[config.mk]
export PLATFORM = sky130hd
export DESIGN_NAME = periodic_task_table_scheduler_unit
export DESIGN_NICKNAME = d
export VERILOG_FILES = /design/src/sv/ptts_pkg.sv /design/src/sv/ptts_ram.sv /design/src/sv/periodic_task_table_scheduler_unit.sv
export SDC_FILE = /design/constraint.sdc
export NUM_CORES = 1
export LEC_CHECK = 0
export ABC_AREA = 1
export BUFFER_PORTS_ARGS = -buffer_cell sky130_fd_sc_hd__buf_2
export CAP_MARGIN = 20
export CELL_PAD_IN_SITES_DETAIL_PLACEMENT = 0
export CELL_PAD_IN_SITES_GLOBAL_PLACEMENT = 2
export CORE_ASPECT_RATIO = 2
export CORE_MARGIN = 2
export CORE_UTILIZATION = 35
export DETAILED_ROUTE_END_ITERATION = 10
export PLACE_DENSITY = 0.81
export REMOVE_ABC_BUFFERS = 1
export SYNTH_ARGS = -nofsm -noshare
export SYNTH_HDL_FRONTEND = slang
export SYNTH_SLANG_ARGS = --single-unit
[constraint.sdc]
create_clock -name aclk -period 4.35 [get_ports aclk]
set_clock_uncertainty 0.05 [all_clocks]
set_input_delay 0.2175 -clock aclk [delete_from_list [all_inputs] [get_ports aclk]]
set_output_delay 0.2175 -clock aclk [all_outputs]
set_load 0.02 [all_outputs]
[src/sv/ptts_pkg.sv]
package ptts_pkg;

    // Default sizing of the task table.
    localparam int NUM_TASKS_DEF  = 8;
    localparam int COUNT_BITS_DEF = 16;

    // Width of the fire mask reported on a tick.
    localparam int FIRE_W = 8;

    // Command codes.
    localparam logic [2:0] CMD_TICK    = 3'd0;
    localparam logic [2:0] CMD_CREATE  = 3'd1;
    localparam logic [2:0] CMD_DELETE  = 3'd2;
    localparam logic [2:0] CMD_SUSPEND = 3'd3;
    localparam logic [2:0] CMD_RESUME  = 3'd4;

    // Status codes.
    localparam logic [1:0] STAT_OK    = 2'd0;
    localparam logic [1:0] STAT_RANGE = 2'd1;
    localparam logic [1:0] STAT_USED  = 2'd2;
    localparam logic [1:0] STAT_EMPTY = 2'd3;

    // Input transaction payload.
    typedef struct packed {
        logic [2:0]  cmd;
        logic [5:0]  slot;
        logic [15:0] period;
        logic [15:0] first_delay;
    } ptts_in_t;

    // Result transaction payload.
    typedef struct packed {
        logic [1:0]        status;
        logic [FIRE_W-1:0] fire_mask;
    } ptts_out_t;

endpackage

[src/sv/ptts_ram.sv]
module ptts_ram #(
    parameter int WIDTH = 32,
    parameter int DEPTH = 8
) (
    input  logic                                        aclk,
    input  logic                                        we,
    input  logic [((DEPTH > 1) ? $clog2(DEPTH) : 1)-1:0] waddr,
    input  logic [WIDTH-1:0]                            wdata,
    input  logic                                        re,
    input  logic [((DEPTH > 1) ? $clog2(DEPTH) : 1)-1:0] raddr,
    output logic [WIDTH-1:0]                            rdata
);

    logic [WIDTH-1:0] mem [DEPTH];
    logic [WIDTH-1:0] rdata_reg;

    // One write port and one registered read port.
    always_ff @(posedge aclk) begin
        if (we) begin
            mem[waddr] <= wdata;
        end
        if (re) begin
            rdata_reg <= mem[raddr];
        end
    end

    assign rdata = rdata_reg;

endmodule

[src/sv/periodic_task_table_scheduler_unit.sv]
// Create, delete, suspend and resume go from S_IDLE to S_DONE, which loads the result
// and raises m_valid. A tick walks the slot memory one slot per cycle in S_WALK before
// S_DONE. One transaction at a time: a new one is taken the cycle after the result is
// loaded, and S_DONE waits while a result not yet taken holds the output register.
// Reset (aresetn low, synchronous) empties every slot; the memory needs no clearing pass.
module periodic_task_table_scheduler_unit
    import ptts_pkg::*;
#(
    parameter int NUM_TASKS  = NUM_TASKS_DEF,
    parameter int COUNT_BITS = COUNT_BITS_DEF
) (
    input  logic      aclk,
    input  logic      aresetn,
    input  logic      s_valid,
    output logic      s_ready,
    input  ptts_in_t  s_data,
    output logic      m_valid,
    input  logic      m_ready,
    output ptts_out_t m_data
);

    localparam int ADDR_W = (NUM_TASKS > 1) ? $clog2(NUM_TASKS) : 1;
    localparam int CNT_W  = $clog2(NUM_TASKS + 1);
    localparam int WORD_W = 2 * COUNT_BITS;

    // Controller states.
    localparam logic [1:0] S_IDLE = 2'd0;
    localparam logic [1:0] S_WALK = 2'd1;
    localparam logic [1:0] S_DONE = 2'd2;

    logic [1:0]           state_reg, state_next;
    logic [NUM_TASKS-1:0] valid_reg, valid_next;
    logic [NUM_TASKS-1:0] run_reg, run_next;
    logic [CNT_W-1:0]     rd_cnt_reg, rd_cnt_next;
    logic                 wb_vld_reg, wb_vld_next;
    logic [ADDR_W-1:0]    wb_idx_reg, wb_idx_next;
    logic [FIRE_W-1:0]    mask_reg, mask_next;
    logic [1:0]           status_reg, status_next;
    logic                 m_valid_reg, m_valid_next;
    ptts_out_t            m_data_reg, m_data_next;

    logic                 accept;
    logic                 in_range;
    logic [ADDR_W-1:0]    sidx;
    logic                 ram_we;
    logic [ADDR_W-1:0]    ram_waddr;
    logic [WORD_W-1:0]    ram_wdata;
    logic                 ram_re;
    logic [ADDR_W-1:0]    ram_raddr;
    logic [WORD_W-1:0]    ram_rdata;
    logic [COUNT_BITS-1:0] rd_period;
    logic [COUNT_BITS-1:0] rd_count;
    logic [6:0]           wb_idx_ext;

    assign accept    = s_valid && s_ready;
    assign s_ready   = (state_reg == S_IDLE);
    assign in_range  = ({1'b0, s_data.slot} < 7'(NUM_TASKS));
    assign sidx      = s_data.slot[ADDR_W-1:0];
    assign rd_period = ram_rdata[WORD_W-1:COUNT_BITS];
    assign rd_count  = ram_rdata[COUNT_BITS-1:0];
    assign wb_idx_ext = 7'(wb_idx_reg);

    // Period and countdown of every slot live in one word of the slot memory.
    ptts_ram #(
        .WIDTH (WORD_W),
        .DEPTH (NUM_TASKS)
    ) u_slot_ram (
        .aclk  (aclk),
        .we    (ram_we),
        .waddr (ram_waddr),
        .wdata (ram_wdata),
        .re    (ram_re),
        .raddr (ram_raddr),
        .rdata (ram_rdata)
    );

    // Command handling, tick walk and result hand-off.
    always_comb begin
        state_next   = state_reg;
        valid_next   = valid_reg;
        run_next     = run_reg;
        rd_cnt_next  = rd_cnt_reg;
        wb_vld_next  = 1'b0;
        wb_idx_next  = wb_idx_reg;
        mask_next    = mask_reg;
        status_next  = status_reg;
        m_valid_next = m_valid_reg;
        m_data_next  = m_data_reg;
        ram_we       = 1'b0;
        ram_waddr    = sidx;
        ram_wdata    = {COUNT_BITS'(s_data.period), COUNT_BITS'(s_data.first_delay)};
        ram_re       = 1'b0;
        ram_raddr    = rd_cnt_reg[ADDR_W-1:0];

        // The result register drains independently of the command side.
        if (m_valid_reg && m_ready) begin
            m_valid_next = 1'b0;
        end

        case (state_reg)
            S_IDLE: begin
                if (accept) begin
                    mask_next   = '0;
                    status_next = STAT_OK;
                    state_next  = S_DONE;
                    case (s_data.cmd)
                        CMD_TICK: begin
                            rd_cnt_next = '0;
                            state_next  = S_WALK;
                        end
                        CMD_CREATE: begin
                            if (!in_range) begin
                                status_next = STAT_RANGE;
                            end else if (valid_reg[sidx]) begin
                                status_next = STAT_USED;
                            end else begin
                                valid_next[sidx] = 1'b1;
                                run_next[sidx]   = 1'b1;
                                ram_we           = 1'b1;
                            end
                        end
                        CMD_DELETE, CMD_SUSPEND, CMD_RESUME: begin
                            if (!in_range) begin
                                status_next = STAT_RANGE;
                            end else if (!valid_reg[sidx]) begin
                                status_next = STAT_EMPTY;
                            end else if (s_data.cmd == CMD_DELETE) begin
                                valid_next[sidx] = 1'b0;
                                run_next[sidx]   = 1'b0;
                            end else begin
                                run_next[sidx] = (s_data.cmd == CMD_RESUME);
                            end
                        end
                        default: begin
                            status_next = STAT_OK;
                        end
                    endcase
                end
            end

            S_WALK: begin
                // Issue one slot read per cycle.
                if (rd_cnt_reg < CNT_W'(NUM_TASKS)) begin
                    ram_re      = 1'b1;
                    wb_vld_next = 1'b1;
                    wb_idx_next = rd_cnt_reg[ADDR_W-1:0];
                    rd_cnt_next = rd_cnt_reg + CNT_W'(1);
                end else begin
                    state_next = S_DONE;
                end
                // Write back the slot read in the previous cycle.
                if (wb_vld_reg && valid_reg[wb_idx_reg] && run_reg[wb_idx_reg]) begin
                    ram_we    = 1'b1;
                    ram_waddr = wb_idx_reg;
                    if (rd_count == '0) begin
                        ram_wdata = {rd_period, rd_period};
                        for (int j = 0; j < FIRE_W; j++) begin
                            if (wb_idx_ext == 7'(j)) begin
                                mask_next[j] = 1'b1;
                            end
                        end
                    end else begin
                        ram_wdata = {rd_period, rd_count - COUNT_BITS'(1)};
                    end
                end
            end

            S_DONE: begin
                if (!m_valid_reg || m_ready) begin
                    m_valid_next          = 1'b1;
                    m_data_next.status    = status_reg;
                    m_data_next.fire_mask = mask_reg;
                    state_next            = S_IDLE;
                end
            end

            default: begin
                state_next = S_IDLE;
            end
        endcase
    end

    // Control state is cleared by reset; payload registers are not.
    always_ff @(posedge aclk) begin
        if (!aresetn) begin
            state_reg   <= S_IDLE;
            valid_reg   <= '0;
            run_reg     <= '0;
            rd_cnt_reg  <= '0;
            wb_vld_reg  <= 1'b0;
            m_valid_reg <= 1'b0;
        end else begin
            state_reg   <= state_next;
            valid_reg   <= valid_next;
            run_reg     <= run_next;
            rd_cnt_reg  <= rd_cnt_next;
            wb_vld_reg  <= wb_vld_next;
            m_valid_reg <= m_valid_next;
        end
    end

    always_ff @(posedge aclk) begin
        wb_idx_reg <= wb_idx_next;
        mask_reg   <= mask_next;
        status_reg <= status_next;
        m_data_reg <= m_data_next;
    end

    assign m_valid = m_valid_reg;
    assign m_data  = m_data_reg;

endmodule
Yosys cells after proc, flatten, opt, wreduce, memory -nomap -nowiden
Memories as Yosys holds them, arrays and structs flattened. A register that Yosys moved wholly into a read port is not among the register bits.
Index checks and enable logic that the tools add are counted.
- add/subtract/negate cells: 2
- order comparisons: 5
- eq/ne operators: 33
- mux-type cells: 65
- bitwise logic cells: 5
- reduce and logical (&&, ||, !) cells: 29
- operator list (kind ; count):
    $mux 8 ; 13
    $mux 32 ; 2
    $pmux 8 s2 ; 3
    $reduce_and 5->1 ; 8
    $ne 2x2->1 const B ; 18
    $mux 1 ; 24
    $and 8x8->8 ; 2
    $logic_not 16->1 ; 1
    $mux 16 ; 1
    $mux 2 ; 8
    $or 8x8->8 ; 2
    $sub 16x1->16 const B ; 1
    $eq 3x3->1 const B ; 5
    $eq 3x2->1 const B ; 4
    $mux 4 ; 3
    $bmux 1 s3 ; 3
    $bwmux 8 ; 1
    $lt 3x4->1 const B ; 2
    $not 8->8 ; 1
    $pmux 4 s2 ; 1
    $reduce_and 8->1 ; 1
    $logic_not 7->1 ; 1
    $reduce_and 7->1 ; 1
    $eq 3x1->1 const B ; 2
    other kinds (22) ; 31
- bits in registers: 47
- bits in writable memories: 256
- output and inout bits: 12
- logic and storage cells: 158
- memories kept: 1
- memories (name ; depth ; width ; rd ports ; clocked after memory_dff ; wr ports ; RTL line ; RTL):
    u_slot_ram.mem ; 8 ; 32 ; 1 ; 1 ; 1 ; ptts_ram.sv:14 ; logic [WIDTH-1:0] mem [DEPTH];

Depth between registers and ports, before layout
Gate-level depths: netlist of run 1.
- depth after elaboration: 10
- mapped depth: 14
- mapped depth without buffers: 12

Cells and area by module
Synthesis of run 1 repeated with hierarchy kept, for this count alone.
- cells, all modules: 1732
- area, all modules: 15807.7 µm²
- by module, submodules not included (module ; instances ; cells each ; area an instance (µm²) ; seq. area each (µm²)):
    ptts_ram ; 1 ; 1156 ; 12192.9 ; 8648.3
    periodic_task_table_scheduler_unit ; 1 ; 576 ; 3614.7 ; 1171.1

Least setup slack after synthesis of run 1
Ideal clock, no wire load.
- path kind: flip-flop to flip-flop
- start point: register wb_idx_reg[0]
- end point: memory u_slot_ram.mem[1][0], enable pin
- setup time: 0.421 ns
- arrival time: 2.821 ns
- data required time: 3.879 ns
- slack: 1.057 ns
- stages on the path, launching flop included: 12
- buffers on the path: 2
- path through: edfxtp_1 > buf_6 > nand2_1 > nand2_1 > nand2_1 > nand2_1 > a21oi_1 > nand4_4 > buf_6 > nand2_2 > nand3_2 > nor2_1
- longest elaborated chain between the ends: 8
- elaborated cells on any way between the ends: 12
- classes of those cells: 10 x mux; 2 x reduce/logical
- RTL lines (element ; RTL line ; RTL):
    start, declared ; periodic_task_table_scheduler_unit.sv:36 ; logic [ADDR_W-1:0] wb_idx_reg, wb_idx_next;
    start signal, assigned ; periodic_task_table_scheduler_unit.sv:203 ; wb_idx_reg <= wb_idx_next;
    $bmux 1 s3 ; periodic_task_table_scheduler_unit.sv:152 ; if (wb_vld_reg && valid_reg[wb_idx_reg] && run_reg[wb_idx_reg]) begin
    $mux 1 (not written as such) ; periodic_task_table_scheduler_unit.sv:152 ;
    $logic_and 1x1->1 (2 in a row) ; periodic_task_table_scheduler_unit.sv:152 ;
    $mux 1 ; periodic_task_table_scheduler_unit.sv:152 ;
    $pmux 1 s2 ; periodic_task_table_scheduler_unit.sv:100 ; case (state_reg)
    $mux 1 ; ptts_ram.sv:19 ; if (we) begin
    $mux 1 (not written as such) ; ptts_ram.sv:20 ; mem[waddr] <= wdata;
    end, declared ; ptts_ram.sv:14 ;
Several ways; a longest one is shown, not always the timed one. The select of a mux whose other input is x is not followed.

Final worst setup path of run 1
- start point: register wb_idx_reg[0]
- end point: memory u_slot_ram.mem[1][31], enable pin
The elaborated chain is that of the path after synthesis.

==> results, run 1 <==
- The post-route clock period utilization is 0.760.
- The kind of end point of the critical path is a register.
- The fill cell instance count of the final layout is 3823.
- The number of maximum-capacitance constraint violations is 0.
- The detailed router finished its first iteration with 844 violations.
- In this run the register-to-register setup slack is 1.04 ns.
- The starting density of the core is 0.355.
- For this design, the CTS-stage hold fixing added 2 buffers.
- The number of iterations in the first detailed-routing pass is 5.
- The cell type with the largest total area after synthesis is edfxtp_1.
- The detailed-route via count is 9859.
- The logic depth of the worst register-to-register path is 11.
- The post-synth design cell area is 0.0143 mm^2.
- Broken down by cell family, the worst path's largest delay share belongs to simple AND/OR/NAND/NOR gates.
- The clock tree from TritonCTS is yes.
- The slowest cell on the critical path is edfxtp_1.
- Dividing the detail-routed wire length by the instance count gives 20.8 um.
- The I/O pin total is 57.
- The first global-routing pass estimated 59.7 mm of wire.
- The most common cell in the netlist is edfxtp_1.
- Measured against its own limit, the worst slew margin works out to 0.312.
- In this run the number of H-tree levels came out at 1.
- The final HPWL from detailed placement is 24.8 mm.
- Counting along the longest clock path gives a buffer depth of 3.
- Setup repair after global routing left no endpoint under its margin.
- After synthesis, the cell types taking the most area are edfxtp_1 65%, nor2_1 7.6%, o21ai_0 5.7%.
- In the global route stage, overall resource usage came out at 0.187.
- The critical path start-end classification is register to register.
- The weighted congestion reported at the end of routability-driven placement is 0.830.
- In this run the tool buffered the top-level ports with 56 buffer cells.
- The gate count after technology mapping is 1325.
- The static leakage is 5.77 nW.
- The terminus of the critical flop-to-flop path is u_slot_ram.mem[1][31].
- From bottom edge to top edge, the die measures 290 um.
- Counting stages on the worst path, the most repeated cell is nand2_1.
- The path with the worst hold slack has its endpoint at run_reg[1].
- The final standard cell utilization of the core is 0.403.
- The number of failing setup endpoints in the final timing report is 0.
- After global routing the overflow that remains totals 0.
- Of all flip-flops after synthesis, the portion carrying an async set or reset was 0.
- The sum of routed wire length over all layers is 39.9 mm.
- The startpoint identified for the worst hold timing path is s_data[40].
- The type of element launching the critical path is a register.
- The number of gates resized after CTS was 0.
- After detailed routing, the number of remaining DRC violations is 0.
- Counting instances in the post-synthesis netlist gives the leading cell types as 311 x edfxtp_1, 291 x nor2_1, 191 x nand2_1.
- The share of the synthesized area in the top cell type is 0.654.
- The worst hold path cell count is 5.
- The final count of hold timing violations is 0.
- The number of synthesized flops with an enable pin is 311.
- The Yosys step of the flow raised 0 warnings.
- The fraction of layout cells with a size suffix above 1 is 0.121.
- The flip-flop count of the largest register, all copies and words added is 256.
- The post-synthesis area per instance is 10.8 um^2.
- Based on the critical path, the design can be clocked at up to 0.302 GHz.
- Buffers added to address setup during post-CTS repair amount to 0.
- At the placement stage, the worst setup path has a slack of 0.994 ns.
- The delay of the slowest cell on the worst path is 0.68 ns.
- The net total in the final layout is 1415.
- The cell at the root of the clock tree is clkbuf_16.
- The final max-slew violation count is 0.
- The critical path goes through inv_2 -> nand2_1 -> nand2_1 -> nand2_1 -> nand2_1 -> a21oi_1 -> nand4_4 -> nand2_1 -> nand3_2 -> nor2_4 -> buf_4.
- Yosys mapped the design onto 35 distinct sky130hd cell types.
- The critical path buffer and inverter count is 2.
- The synthesis-to-layout area growth is 13.5%.
- In this run the horizontal extent of the chip is 147 um.
- Power comes to 6.97 mW.
- The total number of placement rows is 104.
- The number of buffers inserted during clock tree synthesis is 30.
- Subtracting the final worst setup slack from the clock period gives 3.31 ns.
- The worst endpoint data arrival time is 3.53 ns.
- The worst IR drop on VDD is 0.285 mV.
- The dominant register cell in the synthesized netlist is edfxtp_1.
- For this design, the sink count on the clock tree is 335.
- The pin count of the biggest net entering global routing is 76.
- The clock latency at the later pin of the worst-skew pair is 0.58 ns.
- The flow ran to the end, and the final reports show no timing, DRC or antenna violations.
- The total power per unit cell area is 430 mW/mm^2.
- The final worst setup slack is 1.04 ns.
- The floorplan step defined a core boundary enclosing 0.0402 mm^2.
- The initial antenna violation count is 1.
- The share of the yosys chip area belonging to registers is 0.687.
- After routing, the total negative slack on setup checks comes to 0 ns.
- The slew at the pin with the worst max-slew slack is 1.03 ns.
- Of all nets on the critical path, the largest fanout is 19.
- The worst hold path belongs to the class input port to register.
- The clock transition at the registers of the reported paths is 0.07 ns.
- The post-route antenna net violation count is 0.
- The data required time at the worst endpoint is 4.57 ns.
- The number of global-route vias before repair is 9948.
- The cell total after placement is 1863.
- Synthesis inferred 335 register bits.
- 0 antenna diodes ended up in the layout.
- The detailed-route vias per instance is 5.13.
- The final standard cell count with taps included and fillers excluded is 1922.
- The floorplan step defined a die boundary enclosing 0.0426 mm^2.
- In this run the critical register-to-register path is launched from wb_idx_reg[0].
==> cell type report <==
class / instances / area [um^2] / share of cell area
Inverter: 88 / 332 / 0.0204
Timing Repair Buffer: 82 / 534 / 0.0330
Clock inverter: 23 / 194 / 0.0120
Sequential cell: 335 / 9820 / 0.606
Clock buffer: 33 / 783 / 0.0483
Multi-Input combinational cell: 831 / 3880 / 0.240
Tap cell: 530 / 663 / 0.0409
==> cells by family after synthesis <==
group | Yosys count | synth area share
AO/OA/AOI/OAI | 250 | 0.0954
XOR/XNOR | 9 | 0.00552
adder cells (fa/ha/maj) | 2 | 0.00175
buffers and inverters | 159 | 0.0458
flip-flops | 335 | 0.687
AND/OR/NAND/NOR | 570 | 0.164
==> per-stage QoR <==
step           hold WS [ns]  cell area, um^2
3_5_place_dp          0.355            15200
4_1_cts              0.0201            16200
5_1_grt              0.0644            16200
6_report             0.0387            16200
2_1_floorplan         0.289            14000
3_3_place_gp          0.351            15200
==> worst register-to-register path: stages (launching register included) <==
cell and delay [ns]:
edfxtp_1 0.68, inv_2 0.17, nand2_1 0.10, nand2_1 0.05
nand2_1 0.05, nand2_1 0.08, a21oi_1 0.21, nand4_4 0.19
nand2_1 0.18, nand3_2 0.22, nor2_4 0.68, buf_4 0.34
==> how the worst max path moves through the flow <==
| stage | startpoint | end | slack, ns | cells past startpoint |
|---|---|---|---|---|
| after detailed placement | wb_idx_reg[0] | u_slot_ram.mem[1][27] | 0.99 | 11 |
| after floorplan | rd_cnt_reg[0] | u_slot_ram.rdata[0] | -0.99 | 5 |
| after CTS | wb_idx_reg[0] | u_slot_ram.mem[1][24] | 0.96 | 11 |
| after global placement | wb_idx_reg[0] | u_slot_ram.mem[1][27] | 1.00 | 11 |
| final | wb_idx_reg[0] | u_slot_ram.mem[1][31] | 1.04 | 11 |
| after global routing | wb_idx_reg[0] | u_slot_ram.mem[6][15] | 0.75 | 11 |
==> routing by layer <==
layer / wire length [um] / global-route usage / share of wire
met4: 1120 / 0.0655 / 0.028
met3: 1500 / 0.0185 / 0.038
met1: 14600 / 0.200 / 0.37
met5: 13 / 0 / 0.00033
met2: 22700 / 0.375 / 0.57
==> cells in the final DEF (no fill, tap or decap), drive strengths merged <==
| cell type | count |
|---|---|
| bufinv | 2 |
| dlygate4sd3 | 2 |
| or2 | 3 |
| a31oi | 34 |
| a21oi | 5 |
| a32oi | 1 |
| a211oi | 1 |
| clkbuf | 33 |
| o31ai | 1 |
| nand2 | 196 |
| nand3 | 36 |
| o21ai | 167 |
| nor2 | 295 |
| dfxtp | 24 |
| o22ai | 33 |
| clkinvlp | 4 |
| nor3 | 14 |
| inv | 88 |
| ha | 2 |
| nand4 | 26 |
| o211ai | 8 |
| xor2 | 4 |
| edfxtp | 311 |
| clkinv | 17 |
| xnor2 | 5 |
| buf | 80 |
==> power by group <==
part | switching (mW) | internal (mW) | leakage [nW] | total, mW
Clock | 1.21 | 1.43 | 0.474 | 2.64
Combinational | 0.500 | 0.193 | 2.28 | 0.693
Sequential | 0.0362 | 3.60 | 3.01 | 3.64
Total | 1.75 | 5.23 | 5.77 | 6.97
Power figures use the tool's default switching activity.
==> run 2, diff against run 1 <==
==> constraint.sdc (replaced) <==
create_clock -name aclk -period 3.2 [get_ports aclk]
set_clock_uncertainty 0.05 [all_clocks]
set_input_delay 0.16 -clock aclk [delete_from_list [all_inputs] [get_ports aclk]]
set_output_delay 0.16 -clock aclk [all_outputs]
set_load 0.02 [all_outputs]
==> results, run 2 (synthesis gave the netlist of run 1 again) <==
- The flow ran to the end, and the final reports show no timing, DRC or antenna violations.
- The kind of cell adding the most delay to the critical path is compound AO/OA/AOI/OAI gates.
- The number of DRC violations after detailed routing is 0 (unchanged).
- The net total in the final layout is 1427 (+0.85%).
- The final standard cell count with taps included and fillers excluded is 1932 (+0.52%).
- The number of iterations in the first detailed-routing pass is 5 (unchanged).
- The port buffer count was 56 (unchanged).
- The total number of clock tree sinks is 335 (unchanged).
- The pre-CTS setup slack is 0.315 ns (-0.680 ns).
- The worst endpoint data arrival time is 3.10 ns (-0.43 ns).
- The detailed router's first-iteration violation count is 705 (-16%).
- The number of maximum-capacitance constraint violations is 0 (unchanged).
- The cell total after placement came to 1874 (+0.59%).
- In this design, the critical path's most frequently occurring cell is nand2_1.
- The number of failing setup endpoints in the final timing report came to 0 (unchanged).
- The number of global-route vias before repair is 9745 (-2.0%).
- The global-route total usage across every layer is 0.179 (-0.00799).
- The total number of placement rows is 104 (unchanged).
- Setup repair after global routing left no endpoint under its margin.
- The number of buffers inserted during clock tree synthesis was 29 (-3.3%).
- TritonCTS built the clock tree.
- The critical path buffer and inverter count is 2 (unchanged).
- The worst IR drop on VDD came to 0.368 mV (+29%).
- The library cell used most frequently in the layout, excluding fill and tap cells, is edfxtp_1.
- The final count of hold timing violations is 0 (unchanged).
- The worst slew slack as a fraction of its limit came to 0.397 (+0.0849).
- The area of the placeable core is 0.0402 mm^2 (unchanged).
- The detailed-route vias per instance is 5.08 (-0.87%).
- The maximum clock frequency is 0.342 GHz (+13%).
- The clock latency at the later pin of the worst-skew pair is 0.56 ns (-0.02 ns).
- The time the final worst path needs with I/O delays and setup is 2.92 ns (-0.385 ns).
- The final HPWL from detailed placement is 24.1 mm (-3.0%).
- The height of the die came to 290 um (unchanged).
- The area growth from synthesis to layout is 15.4%.
- The data required time at the worst endpoint is 3.38 ns (-1.19 ns).
- The wire length per cell was 19.7 um (-5.4%).
- In this run the worst hold path is classified as input port to register.
- The kind of end point of the critical path is a register.
- The pin count of the biggest net entering global routing is 130 (+71%).
- The final-layout worst hold slack came to 0.0344 ns (-0.00437 ns).
- The clock transition at the registers of the reported paths is 0.07 ns (about the same).
- The number of levels in the clock H-tree is 1 (unchanged).
- The final worst setup slack is 0.278 ns (-0.765 ns).
- On the critical path, the stage with the largest delay is an instance of o21ai_0.
- The global-route wire length before repair is 57.8 mm (-3.2%).
- The number of setup buffers added after CTS is 0 (unchanged).
- The fraction of layout cells with a size suffix above 1 is 0.128 (+0.00699).
- The detailed-route via count is 9824 (-0.36%).
- The total inserted antenna cells is 0 (unchanged).
- The slew at the pin with the worst max-slew slack is 0.896 ns (-0.137 ns).
- The number of buffers between clock root and the deepest sink is 3 (unchanged).
- The final max-slew violation count was 0 (unchanged).
- The flip-flop count of the largest register, all copies and words added is 256 (unchanged).
- The delay of the slowest cell on the worst path is 0.70 ns (+0.02 ns).
- The maximum fanout along the worst path came to 13 (-6).
- The x dimension of the die is 147 um (unchanged).
- The static leakage is 5.88 nW (+1.9%).
- The area enclosed by the die boundary came to 0.0426 mm^2 (unchanged).
- The type of element launching the critical path is a register.
- The total power per unit cell area was 590 mW/mm^2 (+37%).
- Traced cell by cell, the critical path runs through inv_2 -> nand2_1 -> nand2_1 -> nand2_1 -> nand2_1 -> a21oi_1 -> nand4_4 -> buf_4 -> o21ai_0.
- The I/O pin total is 57 (unchanged).
- The post-route clock period utilization is 0.913 (+0.153).
- The top cell types in the final layout, fill and taps aside, are 311 x edfxtp_1, 282 x nor2_1, 191 x nand2_1.
- The tree is rooted in a clkbuf_16.
- The weighted congestion reported at the end of routability-driven placement is 0.798 (-3.8%).
- The sum of overflow across all layers after global routing is 0 (unchanged).
- The critical path start-end classification is register to register.
- The initial antenna violation count is 2 (+1).
- The starting density of the core is 0.355 (unchanged).
- The post-route antenna net violation count is 0 (unchanged).
- The sum of routed wire length over all layers is 38.0 mm (-4.9%).
- The total power draw was 9.73 mW (+40%).
## run 2: where the power goes
part | internal (mW) | switching, mW | total, mW
Clock | 2.19 | 1.67 | 3.86
Combinational | 0.277 | 0.650 | 0.928
Sequential | 4.89 | 0.0535 | 4.95
Total | 7.36 | 2.37 | 9.73
## run 2: repair_timing
action / 4_1_cts / 5_1_grt
endpoints found under the setup margin: 0 / 8
endpoints found under the hold margin: 23 / 0
hold buffers: 5 / 0
resized for setup: 0 / 1
## run 2: layer usage
metal | vias to the layer above | wire [um] | track usage
met4 | 4 | 1300 | 0.0694
met3 | 66 | 1450 | 0.0174
met1 | 4789 | 14200 | 0.198
li1 | 4730 | - | -
met5 | - | 21 | 0
met2 | 235 | 20900 | 0.348
## run 2: worst paths after layout
path / slack, ns / cells after the start / endpoint / start
max reg2reg: 0.28 / 9 / u_slot_ram.mem[5][18] / wb_idx_reg[0]
min: 0.03 / 4 / u_slot_ram.mem[5][4] / s_data[4]
max: 0.28 / 9 / u_slot_ram.mem[5][18] / wb_idx_reg[0]
min reg2reg: 0.38 / 0 / m_data[8] / status_reg[0]
## run 2: final cells by class
cell class / instances / area (um^2)
flip-flops and latches: 335 / 9820
fillers: 3807 / 23700
clock inverters: 23 / 327
inverters: 88 / 332
clock buffers: 30 / 729
well taps: 530 / 663
multi-input cells: 831 / 3880
repair buffers: 95 / 736
## run 2: stage by stage
step,utilization,TNS [ns],cell area [um^2]
5_1_grt,0.410,0,16500
4_1_cts,0.410,0,16500
3_5_place_dp,0.383,0,15400
3_3_place_gp,0.383,0,15400
2_1_floorplan,-,-201.18,14000
6_report,0.410,0,16500
## run 2: worst reg2reg max path: stages, from the launching register on
cell	delay [ns]
edfxtp_1	0.65
inv_2	0.16
nand2_1	0.10
nand2_1	0.05
nand2_1	0.05
nand2_1	0.07
a21oi_1	0.22
nand4_4	0.27
buf_4	0.27
o21ai_0	0.71
